===== src/hdl/ahp_pkg.sv =====
// Altitude-hold PID: shared types, constants, microcode ROM and lookup tables.
// Used by altitude_hold_pid_unit; depends on nothing else.
package ahp_pkg;

  // Item payloads
  typedef struct packed {
    logic signed [1:0]  stick_dir;
    logic        [15:0] tick_seconds;
    logic signed [31:0] measured_altitude;
    logic signed [31:0] vertical_velocity;
  } ahp_in_t;

  typedef struct packed {
    logic signed [15:0] throttle;
    logic signed [31:0] target_now;
  } ahp_out_t;

  // Configuration port
  localparam int unsigned CFG_IDX_W  = 3;
  localparam int unsigned CFG_DATA_W = 24;

  typedef enum logic [CFG_IDX_W-1:0] {
    REG_GAIN_P         = 3'd0,
    REG_GAIN_I         = 3'd1,
    REG_GAIN_D         = 3'd2,
    REG_INTEGRAL_LIMIT = 3'd3,
    REG_TARGET_STEP    = 3'd4,
    REG_TARGET_RATE    = 3'd5
  } ahp_reg_e;

  localparam int unsigned GAIN_W  = 20;
  localparam int unsigned LIMIT_W = 24;
  localparam int unsigned STEP_W  = 16;
  localparam int unsigned RATE_W  = 16;

  localparam logic [GAIN_W-1:0]  RST_GAIN_P = 20'd6554;
  localparam logic [GAIN_W-1:0]  RST_GAIN_I = 20'd1311;
  localparam logic [GAIN_W-1:0]  RST_GAIN_D = 20'd9830;
  localparam logic [LIMIT_W-1:0] RST_LIMIT  = 24'd655360;
  localparam logic [STEP_W-1:0]  RST_STEP   = 16'd2560;
  localparam logic [RATE_W-1:0]  RST_RATE   = 16'd500;

  // Arithmetic constants
  localparam logic [16:0]        FULL_FRAC = 17'h10000;       // 1.0 in Q1.16
  localparam logic [31:0]        RCP_25    = 32'd2748779070;  // ceil(2^36 / 25)
  localparam logic signed [15:0] THR_MAX   = 16'sd16384;      // 1.0 in Q1.14
  localparam logic signed [31:0] TGT_MAX   = 32'sh7FFF_FFFF;
  localparam logic signed [31:0] TGT_MIN   = 32'sh8000_0000;

  // Micro-operations
  typedef enum logic [2:0] {
    MUL_NONE,
    MUL_DT_RATE,
    MUL_STEP_FRAC,
    MUL_MAG_RCP,
    MUL_MAG_DT,
    MUL_MAG_GP,
    MUL_MAG_GI,
    MUL_MAG_GD
  } ahp_mul_e;

  typedef enum logic [3:0] {
    ALU_NONE,
    ALU_FRAC,
    ALU_TGT,
    ALU_ABS_DIFF,
    ALU_ABS_VEL,
    ALU_ABS_INT,
    ALU_CONV,
    ALU_INT_ADD,
    ALU_INT_CLAMP,
    ALU_DRIVE
  } ahp_alu_e;

  typedef enum logic [1:0] {
    ACC_NONE,
    ACC_LOAD,
    ACC_ADD,
    ACC_SUB
  } ahp_acc_e;

  typedef enum logic [2:0] {
    C_NEXT,
    C_JUMP,
    C_WAIT_IN,
    C_NO_MOVE,
    C_WAIT_OUT
  } ahp_cond_e;

  // Program steps, in ROM order
  typedef enum logic [4:0] {
    ST_IDLE,
    ST_MUL_RATE,
    ST_FRAC,
    ST_MUL_MOVE,
    ST_TGT,
    ST_ABS_DIFF,
    ST_ERR_RCP,
    ST_ERR_CONV,
    ST_MUL_DT,
    ST_INT_ADD,
    ST_INT_CLAMP,
    ST_ABS_INT,
    ST_MUL_GI,
    ST_ABS_VEL,
    ST_VEL_RCP,
    ST_VEL_CONV,
    ST_MUL_GD,
    ST_ACC_GD,
    ST_DRIVE
  } ahp_step_e;

  typedef struct packed {
    ahp_mul_e  mul;
    ahp_alu_e  alu;
    ahp_acc_e  acc;
    ahp_cond_e cond;
    ahp_step_e jump;
  } ahp_ctl_t;

  function automatic ahp_ctl_t ahp_uword(input ahp_mul_e m, input ahp_alu_e a,
                                         input ahp_acc_e c, input ahp_cond_e d,
                                         input ahp_step_e j);
    ahp_ctl_t w;
    w.mul  = m;
    w.alu  = a;
    w.acc  = c;
    w.cond = d;
    w.jump = j;
    return w;
  endfunction

  // Control ROM. The multiplier result lands in the product register at the end of
  // its step, so ALU and accumulator ops consume the previous step's product.
  function automatic ahp_ctl_t ahp_ucode(input ahp_step_e pc);
    ahp_ctl_t w;
    unique case (pc)
      ST_IDLE:      w = ahp_uword(MUL_NONE, ALU_NONE, ACC_NONE, C_WAIT_IN, ST_IDLE);
      ST_MUL_RATE:  w = ahp_uword(MUL_DT_RATE, ALU_NONE, ACC_NONE, C_NO_MOVE, ST_ABS_DIFF);
      ST_FRAC:      w = ahp_uword(MUL_NONE, ALU_FRAC, ACC_NONE, C_NEXT, ST_IDLE);
      ST_MUL_MOVE:  w = ahp_uword(MUL_STEP_FRAC, ALU_NONE, ACC_NONE, C_NEXT, ST_IDLE);
      ST_TGT:       w = ahp_uword(MUL_NONE, ALU_TGT, ACC_NONE, C_NEXT, ST_IDLE);
      ST_ABS_DIFF:  w = ahp_uword(MUL_NONE, ALU_ABS_DIFF, ACC_NONE, C_NEXT, ST_IDLE);
      ST_ERR_RCP:   w = ahp_uword(MUL_MAG_RCP, ALU_NONE, ACC_NONE, C_NEXT, ST_IDLE);
      ST_ERR_CONV:  w = ahp_uword(MUL_NONE, ALU_CONV, ACC_NONE, C_NEXT, ST_IDLE);
      ST_MUL_DT:    w = ahp_uword(MUL_MAG_DT, ALU_NONE, ACC_NONE, C_NEXT, ST_IDLE);
      ST_INT_ADD:   w = ahp_uword(MUL_MAG_GP, ALU_INT_ADD, ACC_NONE, C_NEXT, ST_IDLE);
      ST_INT_CLAMP: w = ahp_uword(MUL_NONE, ALU_INT_CLAMP, ACC_LOAD, C_NEXT, ST_IDLE);
      ST_ABS_INT:   w = ahp_uword(MUL_NONE, ALU_ABS_INT, ACC_NONE, C_NEXT, ST_IDLE);
      ST_MUL_GI:    w = ahp_uword(MUL_MAG_GI, ALU_NONE, ACC_NONE, C_NEXT, ST_IDLE);
      ST_ABS_VEL:   w = ahp_uword(MUL_NONE, ALU_ABS_VEL, ACC_ADD, C_NEXT, ST_IDLE);
      ST_VEL_RCP:   w = ahp_uword(MUL_MAG_RCP, ALU_NONE, ACC_NONE, C_NEXT, ST_IDLE);
      ST_VEL_CONV:  w = ahp_uword(MUL_NONE, ALU_CONV, ACC_NONE, C_NEXT, ST_IDLE);
      ST_MUL_GD:    w = ahp_uword(MUL_MAG_GD, ALU_NONE, ACC_NONE, C_NEXT, ST_IDLE);
      ST_ACC_GD:    w = ahp_uword(MUL_NONE, ALU_NONE, ACC_SUB, C_NEXT, ST_IDLE);
      ST_DRIVE:     w = ahp_uword(MUL_NONE, ALU_DRIVE, ACC_NONE, C_WAIT_OUT, ST_IDLE);
      default:      w = ahp_uword(MUL_NONE, ALU_NONE, ACC_NONE, C_JUMP, ST_IDLE);
    endcase
    return w;
  endfunction

  // floor(64*r/25) for a remainder r of a division by 25
  function automatic logic [5:0] ahp_cm_frac(input logic [4:0] r);
    logic [5:0] f;
    unique case (r)
      5'd0:    f = 6'd0;
      5'd1:    f = 6'd2;
      5'd2:    f = 6'd5;
      5'd3:    f = 6'd7;
      5'd4:    f = 6'd10;
      5'd5:    f = 6'd12;
      5'd6:    f = 6'd15;
      5'd7:    f = 6'd17;
      5'd8:    f = 6'd20;
      5'd9:    f = 6'd23;
      5'd10:   f = 6'd25;
      5'd11:   f = 6'd28;
      5'd12:   f = 6'd30;
      5'd13:   f = 6'd33;
      5'd14:   f = 6'd35;
      5'd15:   f = 6'd38;
      5'd16:   f = 6'd40;
      5'd17:   f = 6'd43;
      5'd18:   f = 6'd46;
      5'd19:   f = 6'd48;
      5'd20:   f = 6'd51;
      5'd21:   f = 6'd53;
      5'd22:   f = 6'd56;
      5'd23:   f = 6'd58;
      5'd24:   f = 6'd61;
      default: f = 6'd0;
    endcase
    return f;
  endfunction

endpackage


===== src/hdl/altitude_hold_pid_unit.sv =====
// Altitude-hold PID controller: microcoded sequencer over one shared multiplier.
// Depends on ahp_pkg (payload types, control ROM, constants).
//
// Usage:
//   Input channel (in_valid_i / in_stall_o / in_item_i) takes one control tick
//   per item; output channel (out_valid_o / out_stall_i / out_item_o) returns
//   one result (throttle, updated target) per item. Configuration writes go
//   through cfg_valid_i / cfg_ready_o with a register index and data; ready is
//   always high. Write configuration only while the block is idle.
// Sequencing:
//   The sequencer steps through a 19-word control ROM, one word per cycle except
//   while it waits in idle or on its last step, all products going through a
//   single 34x32 multiplier. The target move is skipped when stick_dir is zero.
//   A new item is taken only once the sequencer is back in idle.
// Stalls:
//   The result sits in an output register; the sequencer only parks on its
//   last step if that register is still full when the next result is ready.
// Reset:
//   Clears the target altitude and integrator, loads the default gains and
//   limits, and returns the sequencer to idle with no result pending.
module altitude_hold_pid_unit (
  input  logic                             clk_i,
  input  logic                             rst_ni,
  input  logic                             in_valid_i,
  output logic                             in_stall_o,
  input  ahp_pkg::ahp_in_t                 in_item_i,
  output logic                             out_valid_o,
  input  logic                             out_stall_i,
  output ahp_pkg::ahp_out_t                out_item_o,
  input  logic                             cfg_valid_i,
  output logic                             cfg_ready_o,
  input  logic [ahp_pkg::CFG_IDX_W-1:0]    cfg_index_i,
  input  logic [ahp_pkg::CFG_DATA_W-1:0]   cfg_data_i
);
  import ahp_pkg::*;

  // Sequencer
  ahp_step_e pc_q, pc_d;
  ahp_ctl_t  ctl;

  // Configuration registers
  logic [GAIN_W-1:0]  gain_p_q, gain_i_q, gain_d_q;
  logic [LIMIT_W-1:0] limit_q;
  logic [STEP_W-1:0]  step_q;
  logic [RATE_W-1:0]  rate_q;

  // Captured item
  logic signed [1:0]  dir_q;
  logic [15:0]        dt_q;
  logic signed [31:0] alt_q;
  logic signed [31:0] vel_q;

  // Datapath registers
  logic [63:0]        prod_q;
  logic [16:0]        frac_q;
  logic signed [31:0] tgt_q;
  logic [33:0]        mag_q;
  logic               neg_q;
  logic [35:0]        sum_q;
  logic signed [24:0] integ_q;
  logic [55:0]        acc_q;
  logic               out_valid_q;
  ahp_out_t           out_item_q;

  logic in_accept, out_free, out_load, cfg_we;

  // Multiplier operands and result
  logic [33:0] mul_a;
  logic [31:0] mul_b;
  logic [65:0] mul_p;

  // ALU results
  logic [16:0]        frac_new;
  logic [15:0]        move;
  logic [32:0]        tgt_ext, tgt_sum;
  logic signed [31:0] tgt_new;
  logic [32:0]        diff_ta, diff_at, vel_neg33;
  logic [31:0]        diff_mag, vel_mag;
  logic [24:0]        int_neg25, int_mag;
  logic [27:0]        quo;
  logic [9:0]         q25;
  logic [4:0]         rem;
  logic [33:0]        conv_mag;
  logic [33:0]        ix;
  logic               inz;
  logic [35:0]        addend, sum_new;
  logic [24:0]        lim25, neg_lim25;
  logic [35:0]        lim36, neg_lim36;
  logic [24:0]        integ_new;
  logic [55:0]        acc_p, acc_base, acc_new;
  logic               acc_pn;
  logic signed [37:0] drv;
  logic signed [15:0] thr;

  assign ctl        = ahp_ucode(pc_q);
  assign in_stall_o = (pc_q != ST_IDLE);
  assign in_accept  = in_valid_i && !in_stall_o;
  assign out_free   = !out_valid_q || !out_stall_i;
  assign out_load   = (ctl.alu == ALU_DRIVE) && out_free;
  assign cfg_ready_o = 1'b1;
  assign cfg_we     = cfg_valid_i && cfg_ready_o;
  assign out_valid_o = out_valid_q;
  assign out_item_o  = out_item_q;

  // Next step
  always_comb begin
    pc_d = pc_q;
    unique case (ctl.cond)
      C_NEXT:     pc_d = ahp_step_e'(pc_q + 1'b1);
      C_JUMP:     pc_d = ctl.jump;
      C_WAIT_IN:  if (in_accept) pc_d = ahp_step_e'(pc_q + 1'b1);
      C_NO_MOVE:  pc_d = (dir_q == 2'sb00) ? ctl.jump : ahp_step_e'(pc_q + 1'b1);
      C_WAIT_OUT: if (out_free) pc_d = ctl.jump;
      default:    pc_d = ST_IDLE;
    endcase
  end

  // Shared multiplier operand select
  always_comb begin
    mul_a = '0;
    mul_b = '0;
    unique case (ctl.mul)
      MUL_DT_RATE: begin
        mul_a = 34'(dt_q);
        mul_b = 32'(rate_q);
      end
      MUL_STEP_FRAC: begin
        mul_a = 34'(step_q);
        mul_b = 32'(frac_q[15:0]);
      end
      MUL_MAG_RCP: begin
        mul_a = mag_q;
        mul_b = RCP_25;
      end
      MUL_MAG_DT: begin
        mul_a = mag_q;
        mul_b = 32'(dt_q);
      end
      MUL_MAG_GP: begin
        mul_a = mag_q;
        mul_b = 32'(gain_p_q);
      end
      MUL_MAG_GI: begin
        mul_a = mag_q;
        mul_b = 32'(gain_i_q);
      end
      MUL_MAG_GD: begin
        mul_a = mag_q;
        mul_b = 32'(gain_d_q);
      end
      default: begin
        mul_a = '0;
        mul_b = '0;
      end
    endcase
  end

  assign mul_p = 66'(mul_a) * 66'(mul_b);

  // Step fraction, clamped to one; zero rate means a full step
  assign frac_new = ((rate_q == '0) || (prod_q[31:0] > 32'(FULL_FRAC))) ? FULL_FRAC
                                                                          : prod_q[16:0];

  // Target move with saturation to the 32-bit range
  assign move    = frac_q[16] ? step_q : prod_q[31:16];
  assign tgt_ext = {tgt_q[31], tgt_q};
  assign tgt_sum = dir_q[1] ? (tgt_ext - {17'b0, move}) : (tgt_ext + {17'b0, move});
  assign tgt_new = (tgt_sum[32] != tgt_sum[31]) ? (tgt_sum[32] ? TGT_MIN : TGT_MAX)
                                                : tgt_sum[31:0];

  // Magnitudes: error, velocity, integral
  assign diff_ta   = {tgt_q[31], tgt_q} - {alt_q[31], alt_q};
  assign diff_at   = {alt_q[31], alt_q} - {tgt_q[31], tgt_q};
  assign diff_mag  = diff_ta[32] ? diff_at[31:0] : diff_ta[31:0];
  assign vel_neg33 = 33'd0 - {vel_q[31], vel_q};
  assign vel_mag   = vel_q[31] ? vel_neg33[31:0] : vel_q[31:0];
  assign int_neg25 = 25'd0 - integ_q;
  assign int_mag   = integ_q[24] ? int_neg25 : integ_q;

  // cm to m: 64*a/25 = 64*(a/25) + floor(64*(a%25)/25)
  assign quo      = prod_q[63:36];
  assign q25      = 10'(quo[4:0]) * 10'd25;
  assign rem      = mag_q[4:0] - q25[4:0];
  assign conv_mag = {quo, ahp_cm_frac(rem)};

  // Integrator update: floor of the signed product, one adder with carry-in
  assign ix      = prod_q[49:16];
  assign inz     = |prod_q[15:0];
  assign addend  = neg_q ? ~{2'b00, ix} : {2'b00, ix};
  assign sum_new = {{11{integ_q[24]}}, integ_q} + addend + 36'(neg_q && !inz);

  // Integrator clamp
  assign lim25     = {1'b0, limit_q};
  assign neg_lim25 = 25'd0 - lim25;
  assign lim36     = {12'b0, limit_q};
  assign neg_lim36 = 36'd0 - lim36;
  always_comb begin
    priority if ($signed(sum_q) > $signed(lim36)) begin
      integ_new = lim25;
    end else if ($signed(sum_q) < $signed(neg_lim36)) begin
      integ_new = neg_lim25;
    end else begin
      integ_new = sum_q[24:0];
    end
  end

  // Drive accumulator: signed add of the last product
  assign acc_p    = {1'b0, prod_q[54:0]};
  assign acc_pn   = neg_q ^ (ctl.acc == ACC_SUB);
  assign acc_base = (ctl.acc == ACC_LOAD) ? '0 : acc_q;
  assign acc_new  = acc_base + (acc_pn ? ~acc_p : acc_p) + 56'(acc_pn);

  // Output scaling: floor by 2^18 then clamp to one full scale
  assign drv = acc_q[55:18];
  always_comb begin
    priority if (drv > THR_MAX) begin
      thr = THR_MAX;
    end else if (drv < -THR_MAX) begin
      thr = -THR_MAX;
    end else begin
      thr = drv[15:0];
    end
  end

  // Control state, configuration and persistent loop state
  always_ff @(posedge clk_i or negedge rst_ni) begin
    if (!rst_ni) begin
      pc_q        <= ST_IDLE;
      gain_p_q    <= RST_GAIN_P;
      gain_i_q    <= RST_GAIN_I;
      gain_d_q    <= RST_GAIN_D;
      limit_q     <= RST_LIMIT;
      step_q      <= RST_STEP;
      rate_q      <= RST_RATE;
      tgt_q       <= '0;
      integ_q     <= '0;
      out_valid_q <= 1'b0;
    end else begin
      pc_q <= pc_d;
      if (cfg_we) begin
        unique case (ahp_reg_e'(cfg_index_i))
          REG_GAIN_P:         gain_p_q <= cfg_data_i[GAIN_W-1:0];
          REG_GAIN_I:         gain_i_q <= cfg_data_i[GAIN_W-1:0];
          REG_GAIN_D:         gain_d_q <= cfg_data_i[GAIN_W-1:0];
          REG_INTEGRAL_LIMIT: limit_q  <= cfg_data_i[LIMIT_W-1:0];
          REG_TARGET_STEP:    step_q   <= cfg_data_i[STEP_W-1:0];
          REG_TARGET_RATE:    rate_q   <= cfg_data_i[RATE_W-1:0];
          default: ;
        endcase
      end
      if (ctl.alu == ALU_TGT) begin
        tgt_q <= tgt_new;
      end
      if (ctl.alu == ALU_INT_CLAMP) begin
        integ_q <= integ_new;
      end
      if (out_load) begin
        out_valid_q <= 1'b1;
      end else if (out_valid_q && !out_stall_i) begin
        out_valid_q <= 1'b0;
      end
    end
  end

  // Item capture and datapath registers
  always_ff @(posedge clk_i) begin
    if (in_accept) begin
      dir_q <= in_item_i.stick_dir;
      dt_q  <= in_item_i.tick_seconds;
      alt_q <= in_item_i.measured_altitude;
      vel_q <= in_item_i.vertical_velocity;
    end
    if (ctl.mul != MUL_NONE) begin
      prod_q <= mul_p[63:0];
    end
    if (ctl.acc != ACC_NONE) begin
      acc_q <= acc_new;
    end
    unique case (ctl.alu)
      ALU_FRAC:     frac_q <= frac_new;
      ALU_ABS_DIFF: begin
        mag_q <= 34'(diff_mag);
        neg_q <= diff_ta[32];
      end
      ALU_ABS_VEL: begin
        mag_q <= 34'(vel_mag);
        neg_q <= vel_q[31];
      end
      ALU_ABS_INT: begin
        mag_q <= 34'(int_mag);
        neg_q <= integ_q[24];
      end
      ALU_CONV:     mag_q <= conv_mag;
      ALU_INT_ADD:  sum_q <= sum_new;
      ALU_DRIVE: begin
        if (out_free) begin
          out_item_q.throttle   <= thr;
          out_item_q.target_now <= tgt_q;
        end
      end
      default: ;
    endcase
  end

  // Checks
  a_busy_after_accept: assert property (@(posedge clk_i) disable iff (!rst_ni)
    in_accept |=> in_stall_o)
    else $error("sequencer did not start after an accepted item");

  a_idle_holds: assert property (@(posedge clk_i) disable iff (!rst_ni)
    (pc_q == ST_IDLE) && !in_accept |=> (pc_q == ST_IDLE))
    else $error("sequencer left idle without an item");

  a_result_from_drive: assert property (@(posedge clk_i) disable iff (!rst_ni)
    $rose(out_valid_q) |-> ($past(pc_q) == ST_DRIVE))
    else $error("result loaded outside the drive step");

  a_throttle_range: assert property (@(posedge clk_i) disable iff (!rst_ni)
    out_valid_q |-> ((out_item_q.throttle <= THR_MAX) && (out_item_q.throttle >= -THR_MAX)))
    else $error("throttle outside full scale");

  a_integral_bound: assert property (@(posedge clk_i) disable iff (!rst_ni)
    (pc_q == ST_ABS_INT) |->
      (($signed({integ_q[24], integ_q}) <= $signed({2'b00, limit_q})) &&
       ($signed({integ_q[24], integ_q}) >= -$signed({2'b00, limit_q}))))
    else $error("integrator outside its limit after clamp");

  a_frac_bound: assert property (@(posedge clk_i) disable iff (!rst_ni)
    (pc_q == ST_TGT) |-> (frac_q <= FULL_FRAC))
    else $error("step fraction above one");

endmodule

===== config.mk =====
export PLATFORM = sky130hd
export DESIGN_NAME = altitude_hold_pid_unit
export DESIGN_NICKNAME = d
export VERILOG_FILES = /design/src/hdl/ahp_pkg.sv /design/src/hdl/altitude_hold_pid_unit.sv
export SDC_FILE = /design/constraint.sdc
export NUM_CORES = 2
export LEC_CHECK = 0
export BUFFER_PORTS_ARGS = -buffer_cell sky130_fd_sc_hd__buf_2
export CAP_MARGIN = 20
export CELL_PAD_IN_SITES_DETAIL_PLACEMENT = 0
export CELL_PAD_IN_SITES_GLOBAL_PLACEMENT = 1
export CORE_ASPECT_RATIO = 0.6
export CORE_MARGIN = 2
export CORE_UTILIZATION = 40
export DETAILED_ROUTE_END_ITERATION = 6
export GPL_ROUTABILITY_DRIVEN = 0
export HOLD_SLACK_MARGIN = 0.08
export PLACE_DENSITY = 0.79
export SYNTH_ARGS = -nofsm -noshare
export SYNTH_HDL_FRONTEND = slang
export SYNTH_SLANG_ARGS = --single-unit

===== constraint.sdc =====
create_clock -name clk_i -period 9.5 [get_ports clk_i]
set_input_delay 0.475 -clock clk_i [delete_from_list [all_inputs] [get_ports clk_i]]
set_output_delay 0.475 -clock clk_i [all_outputs]
set_load 0.01 [all_outputs]

Word level (Yosys, flattened, before mapping) --
Memories as Yosys holds them, arrays and structs flattened. Index checks and enable logic that the tools add are counted.
Storage, ports and cells: word-level logic and storage cells 133, bits in read-only memories 640, memories 2, bits in registers 517, input bits 114, output and inout bits 51
Cells by class: magnitude comparators 5, reduce and logical (&&, ||, !) cells 31, eq/ne operators 30, $mul 2, add/subtract/negate cells 14, bitwise gates (word level) 3, mux-type cells 23
Memory list:
- (no name shown) | words 32, width 14, rd ports 1, clocked after Yosys merged registers in 0, write ports 0, line ahp_pkg.sv:137 | unique case (pc)
- (no name shown) | words 32, width 6, rd ports 1, clocked after Yosys merged registers in 0, write ports 0, line ahp_pkg.sv:165 | unique case (r)
Operators by type and width (number):
- one-hot mux 32 bit (7 select lines) | 1
- one-hot mux 34 bit (4 select lines) | 1
- 2-to-1 mux 32 bit | 4
- 2-to-1 mux 56 bit | 2
- one-hot mux 34 bit (3 select lines) | 1
- 2-to-1 mux 25 bit | 3
- multiplier 34 x 32 -> 64 bit | 1
- adder 56 x 1 -> 56 bit | 1
- adder 56 bit | 1
- inverter 55 -> 56 bit | 1
- subtractor 1 x 24 -> 25 bit, first input constant | 2
- > comparator 38 x 16 -> 1 bit, second input constant | 1
- less-than comparator 38 x 15 -> 1 bit, second input constant | 1
- adder 36 x 1 -> 36 bit | 1
- adder 36 bit | 1
- > comparator 36 x 25 -> 1 bit | 1
- less-than comparator 36 x 25 -> 1 bit | 1
- 2-to-1 mux 36 bit | 1
- inverter 34 -> 36 bit | 1
- adder 32 x 17 -> 33 bit | 1
- 2-to-1 mux 33 bit | 1
- subtractor 32 x 17 -> 33 bit | 1
- subtractor 32 x 32 -> 33 bit | 1
- > comparator 32 x 17 -> 1 bit, second input constant | 1
- other kinds (37) | 77

Logic depth before layout (Yosys ltp) --
An unclocked memory read counts as a cell.
depth after elaboration 6, mapped depth 43, depth with buffers taken out 38

Least setup slack after synthesis --
No wires, ideal clock.
path kind register to register, from register pc_q[0], to register prod_q[62] (data pin), arrival 9.663 ns, buffers on the path 4, library setup time 0.264 ns, required time 9.236 ns, path slack -0.427 ns, clock period less this slack 9.927 ns, cell stages (with the launch flop) 39, cells stage by stage dfrtp_1 clkbuf_1 inv_1 ha_1 mux2i_1 o221ai_1 or2_2 nor2_1 clkbuf_1 buf_1 a22oi_1 and2_1 clkbuf_1 nor2_1 fa_1 fa_1 fa_1 inv_1 (+3 left out) inv_1 fa_1 inv_1 fa_1 inv_1 fa_1 inv_1 ha_1 a2111oi_0 o21a_1 a2bb2oi_1 nand2_1 a41oi_1 nor4_1 o31ai_1 o31ai_1 a221oi_1 xnor2_1
On the way: cells in the longest elaborated chain, start to end 5, elaborated cells on any way between the ends 12, classes of those cells mul (1); eq/ne (7); mux (2); reduce/logical (1); memory (1)
Ends and longest elaborated chain:
- start: declaration | line altitude_hold_pid_unit.sv:38 | ahp_step_e pc_q, pc_d;
- start signal: assignment | line altitude_hold_pid_unit.sv:239 | pc_q <= pc_d;
- memory read (32 x 14 bit) (*)
- equality test 3 bit or equality test 3 x 2 -> 1 bit (tied branches) | line altitude_hold_pid_unit.sv:122 | unique case (ctl.mul)
- OR reduction 5 bit (no source line)
- one-hot mux 34 bit (3 select lines) | line altitude_hold_pid_unit.sv:122
- multiplier 34 x 32 -> 64 bit (*) | line altitude_hold_pid_unit.sv:158 | assign mul_p = 66'(mul_a) * 66'(mul_b);
- via mul_p[62] | line altitude_hold_pid_unit.sv:70 | logic [65:0] mul_p;
- end signal: assignment | line altitude_hold_pid_unit.sv:274 | prod_q <= mul_p[63:0];
- end: declaration | line altitude_hold_pid_unit.sv:54 | logic [63:0] prod_q;
Mark *: on every way through the listed nets, which the timed path passes. The rest lies on a longest branch. A chain may end at the register's enable or synchronous reset.

Worst setup path in the final report --
from register pc_q[1], to register prod_q[62] (data pin)
The elaborated chain is that of the path after synthesis.

==> out/results.md <==
## Outcome
* finished with violations — outcome
* DRC, setup timing — failing checks

## Global routing
* 53370 — number of global-route vias before repair
* 9 — number of antenna violations at the first check in global routing
* 0 — Congestion Overflow GR
* 90 — largest net degree at the start of global routing
* 27.78% — Overall Global Routing Usage
* 350000 um — wire length of the first global-routing pass

## Hold path
* in_item_i[31] — worst hold start
* in -> reg — type of the most critical hold path
* vel_q[31] — endpoint of the worst hold path
* 1 — cell depth of the worst min-delay path

## Run
* 0 — Max Cap Viol

## Synth
* 517 — count of state elements after synthesis
* 0 — count of yosys warnings during synthesis
* 24.17% — top-area cell type share of the netlist area
* sky130_fd_sc_hd__edfxtp_1 — most frequently used flop master after synthesis
* sky130_fd_sc_hd__fa_1 — library cell occupying the most area in the post-synthesis netlist
* 8624 — synthesized netlist net count
* 34.62% — share of synthesized registers carrying an async set or reset
* 0.06577 mm2 — cell area after synthesis
* sky130_fd_sc_hd__fa_1 (24%), sky130_fd_sc_hd__edfxtp_1 (15%), sky130_fd_sc_hd__ha_1 (12%), sky130_fd_sc_hd__inv_1 (6.6%), sky130_fd_sc_hd__dfrtp_1 (5.6%) — most area-consuming cells after synthesis
* 338 — EDFF count, synth
* 7106 — Gate Count Post-Synth
* 9.255 um2 — per-instance average area after synthesis
* 22.30% — share of the yosys chip area belonging to registers
* 90 — synth unique cells

## Floorplan
* 115 — row count
* 40.20% — Initial Utilization
* 165 — ports placed on the boundary
* 318.1 um — die extent in y
* 527.5 um — Die X-Extent
* 0.1678 mm2 — overall die area
* 0.1636 mm2 — area of the placeable core

## Drt
* 237300 um — wire length reported by the detailed router
* 7 — count of TritonRoute iterations in the first routing pass
* 6836 — DRT iter0 DRCs
* 24.03 um — Routed wire per std cell
* 5.629 — number of vias per cell after detailed routing
* 55581 — number of vias after detailed routing
* 12 — number of remaining DRC errors
* 0 — number of nets with antenna violations after routing

## Finish
* 46.84% — Finished Core Util
* 15.94% — ratio of cells with drive above 1 in the final layout
* 9186 — final net count
* 15276 — fillcell total
* 16.51% — Layout Area Growth over Synthesis

## Worst setup path
* sky130_fd_sc_hd__fa_1 — most numerous cell on the critical path
* prod_q[62] — reg-to-reg endpoint
* flop — capturing element type of the critical path
* reg -> reg — Critical Setup Path Class
* pc_q[1] — Reg2Reg Launch Point
* 9.91 ns — data arrival time at the worst-slack endpoint
* 12 — worst-path maximum fanout
* 0.54 ns — max incr delay on CP
* -0.02 ns — setup slack of the most critical reg-to-reg path
* 38 — depth of the worst register-to-register path
* 9.89 ns — worst endpoint required time
* flop — startpoint class of the critical path
* sky130_fd_sc_hd__fa_1 — slowest stage cell, crit path

## Placement
* 163 — IO buf count
* 197800 um — half-perimeter wire length of the detailed placement result
* -0.5421 ns — Setup Slack @ Placement

## STA
* 100.2% — final worst-path cycle share
* 0.1100 ns — final worst hold slack
* 0.05458 ns — Post-Route Skew
* 0 — final hold vios
* 1 — count of endpoints failing setup in the final report
* 9.523 ns — shortest period the worst path allows
* 0.1050 GHz — maximum clock frequency
* 0 — number of pins exceeding their max-slew limit in the final report
* 1.172 ns — actual slew at the worst max-slew pin
* -0.02288 ns — crit path setup slack, layout
* true — RSZ-0062 raised after global routing
* 21.71% — worst slew margin relative to its limit

## Clock tree
* 2 — CTS H-tree depth
* 517 — clock tree sinks
* done — TritonCTS clock tree
* 0.08 ns — post-CTS clock slew at the launch and capture registers of the worst setup and hold paths
* 48 — number of buffers added by the clock tree synthesis step
* sky130_fd_sc_hd__clkbuf_16 — root buf cell
* 3 — number of buffers on the longest clock path
* 0.69 ns — clk_lat worst skew

==> how the worst max path moves through the flow <==
stage / from / cells after the start / slack [ns] / endpoint
2_1_floorplan: pc_q[1] / 35 / 0.0004 / prod_q[62]
3_3_place_gp: pc_q[0] / 37 / -0.33 / prod_q[58]
3_5_place_dp: pc_q[0] / 37 / -0.54 / prod_q[62]
4_1_cts: pc_q[0] / 36 / 0.01 / prod_q[62]
5_1_grt: pc_q[1] / 39 / -0.27 / prod_q[62]
6_report: pc_q[1] / 38 / -0.02 / prod_q[62]
==> cell usage after synthesis (all sizes together), types with 47 or more instances <==
| cell type | count |
|---|---|
| o21ai | 276 |
| nor2 | 552 |
| dfrtp | 148 |
| nand2 | 764 |
| edfxtp | 338 |
| o21bai | 50 |
| nand4 | 67 |
| nand3 | 72 |
| fa | 794 |
| a211oi | 84 |
| ha | 610 |
| inv | 1162 |
| nor3 | 73 |
| a21o | 156 |
| clkbuf | 292 |
| and2 | 142 |
| xnor2 | 255 |
| a21oi | 317 |
| xor2 | 129 |
| mux2 | 125 |
| mux2i | 47 |
==> state kept, by name (all words and copies together), names as in the netlist, 17 cells and up <==
register / flops
acc_q: 56
alt_q: 32
frac_q: 17
gain_d_q: 20
gain_i_q: 20
gain_p_q: 20
integ_q: 25
limit_q: 24
mag_q: 34
out_item_o: 48
prod_q: 64
sum_q: 36
tgt_q: 32
vel_q: 32
==> metal layers <==
metal  share of wire [%]  wire length [um]  track usage [%]
met5                0.24               567            1.277
met3                  16             38030            11.99
met1                  45            107100            43.40
met4                 1.6              3784            3.911
met2                  37             87800            34.97
==> final cells by class <==
| type | instances | area, um2 | share of cell area, % |
|---|---|---|---|
| sequential | 517 | 14670 | 19.15 |
| multi-input combinational | 5118 | 46580 | 60.78 |
| tap | 2164 | 2708 | 3.533 |
| antenna | 2 | 5.005 | 0.006531 |
| timing repair buffer | 821 | 6661 | 8.693 |
| clock inverter | 38 | 419.2 | 0.5470 |
| clock buffer | 52 | 1216 | 1.587 |
| inverter | 1162 | 4370 | 5.704 |
==> logic make-up (layout without fill, tap and decap cells) <==
group / after synthesis / after routing / share of synthesized area (%)
AND/OR/NAND/NOR: 1905 / 1905 / 13.05
XOR/XNOR: 384 / 384 / 5.114
buffers and inverters: 1471 / 2073 / 8.443
flip-flops: 517 / 517 / 22.30
other: 1 / 3 / 0.005702
AO/OA/AOI/OAI: 1242 / 1242 / 12.28
multiplexers: 173 / 173 / 2.890
adder cells (fa/ha/maj): 1413 / 1413 / 35.91
==> metrics by stage <==
step / TNS [ns] / cell area, um2 / cells
6_report: -0.02288 / 76630 / 9874
5_1_grt: -2.998 / 76620 / 9873
4_1_cts: 0 / 75280 / 9818
3_5_place_dp: -5.140 / 72670 / 9644
3_3_place_gp: -2.266 / 72670 / 9644
2_1_floorplan: 0 / 65800 / 7106
==> cells in the final DEF, fill, tap and decap left out, types with 62 or more instances in the layout <==
| master | Yosys | layout |
|---|---|---|
| sky130_fd_sc_hd__nand4_1 | 67 | 67 |
| sky130_fd_sc_hd__and2_1 | 139 | 129 |
| sky130_fd_sc_hd__buf_4 | 2 | 503 |
| sky130_fd_sc_hd__inv_1 | 1161 | 1151 |
| sky130_fd_sc_hd__ha_1 | 610 | 596 |
| sky130_fd_sc_hd__nor3_1 | 73 | 62 |
| sky130_fd_sc_hd__fa_1 | 794 | 767 |
| sky130_fd_sc_hd__dlygate4sd3_1 | 0 | 84 |
| sky130_fd_sc_hd__nand3_1 | 72 | 72 |
| sky130_fd_sc_hd__nor2_1 | 551 | 529 |
| sky130_fd_sc_hd__mux2_2 | 125 | 125 |
| sky130_fd_sc_hd__edfxtp_1 | 338 | 338 |
| sky130_fd_sc_hd__a21o_1 | 156 | 156 |
| sky130_fd_sc_hd__a211oi_1 | 84 | 74 |
| sky130_fd_sc_hd__xnor2_1 | 255 | 254 |
| sky130_fd_sc_hd__dfrtp_1 | 148 | 146 |
| sky130_fd_sc_hd__nand2_1 | 764 | 755 |
| sky130_fd_sc_hd__buf_2 | 1 | 163 |
| sky130_fd_sc_hd__a21oi_1 | 317 | 287 |
| sky130_fd_sc_hd__o21ai_0 | 275 | 257 |
| sky130_fd_sc_hd__xor2_1 | 129 | 129 |
==> critical path: cells and delay by family, from the launching register on <==
family / cells / cell delay [ns]
AO/OA/AOI/OAI: 10 / 2.24
XOR/XNOR: 1 / 0.12
adder cells (fa/ha/maj): 10 / 4.35
buffers and inverters: 11 / 1.34
flip-flops: 1 / 0.47
multiplexers: 1 / 0.17
AND/OR/NAND/NOR: 5 / 0.52
==> repair_timing <==
item	in CTS	in global routing
hold endpoints to repair	147	0
gates cloned	0	1
pin swaps	7	86
resized for setup	34	221
setup endpoints to repair	23	35
buffers inserted	0	51
hold buffers	84	0
Power is left out: the tool's default activity adds up to more than one toggle a clock period on the data nets, which glitch-free logic cannot reach.
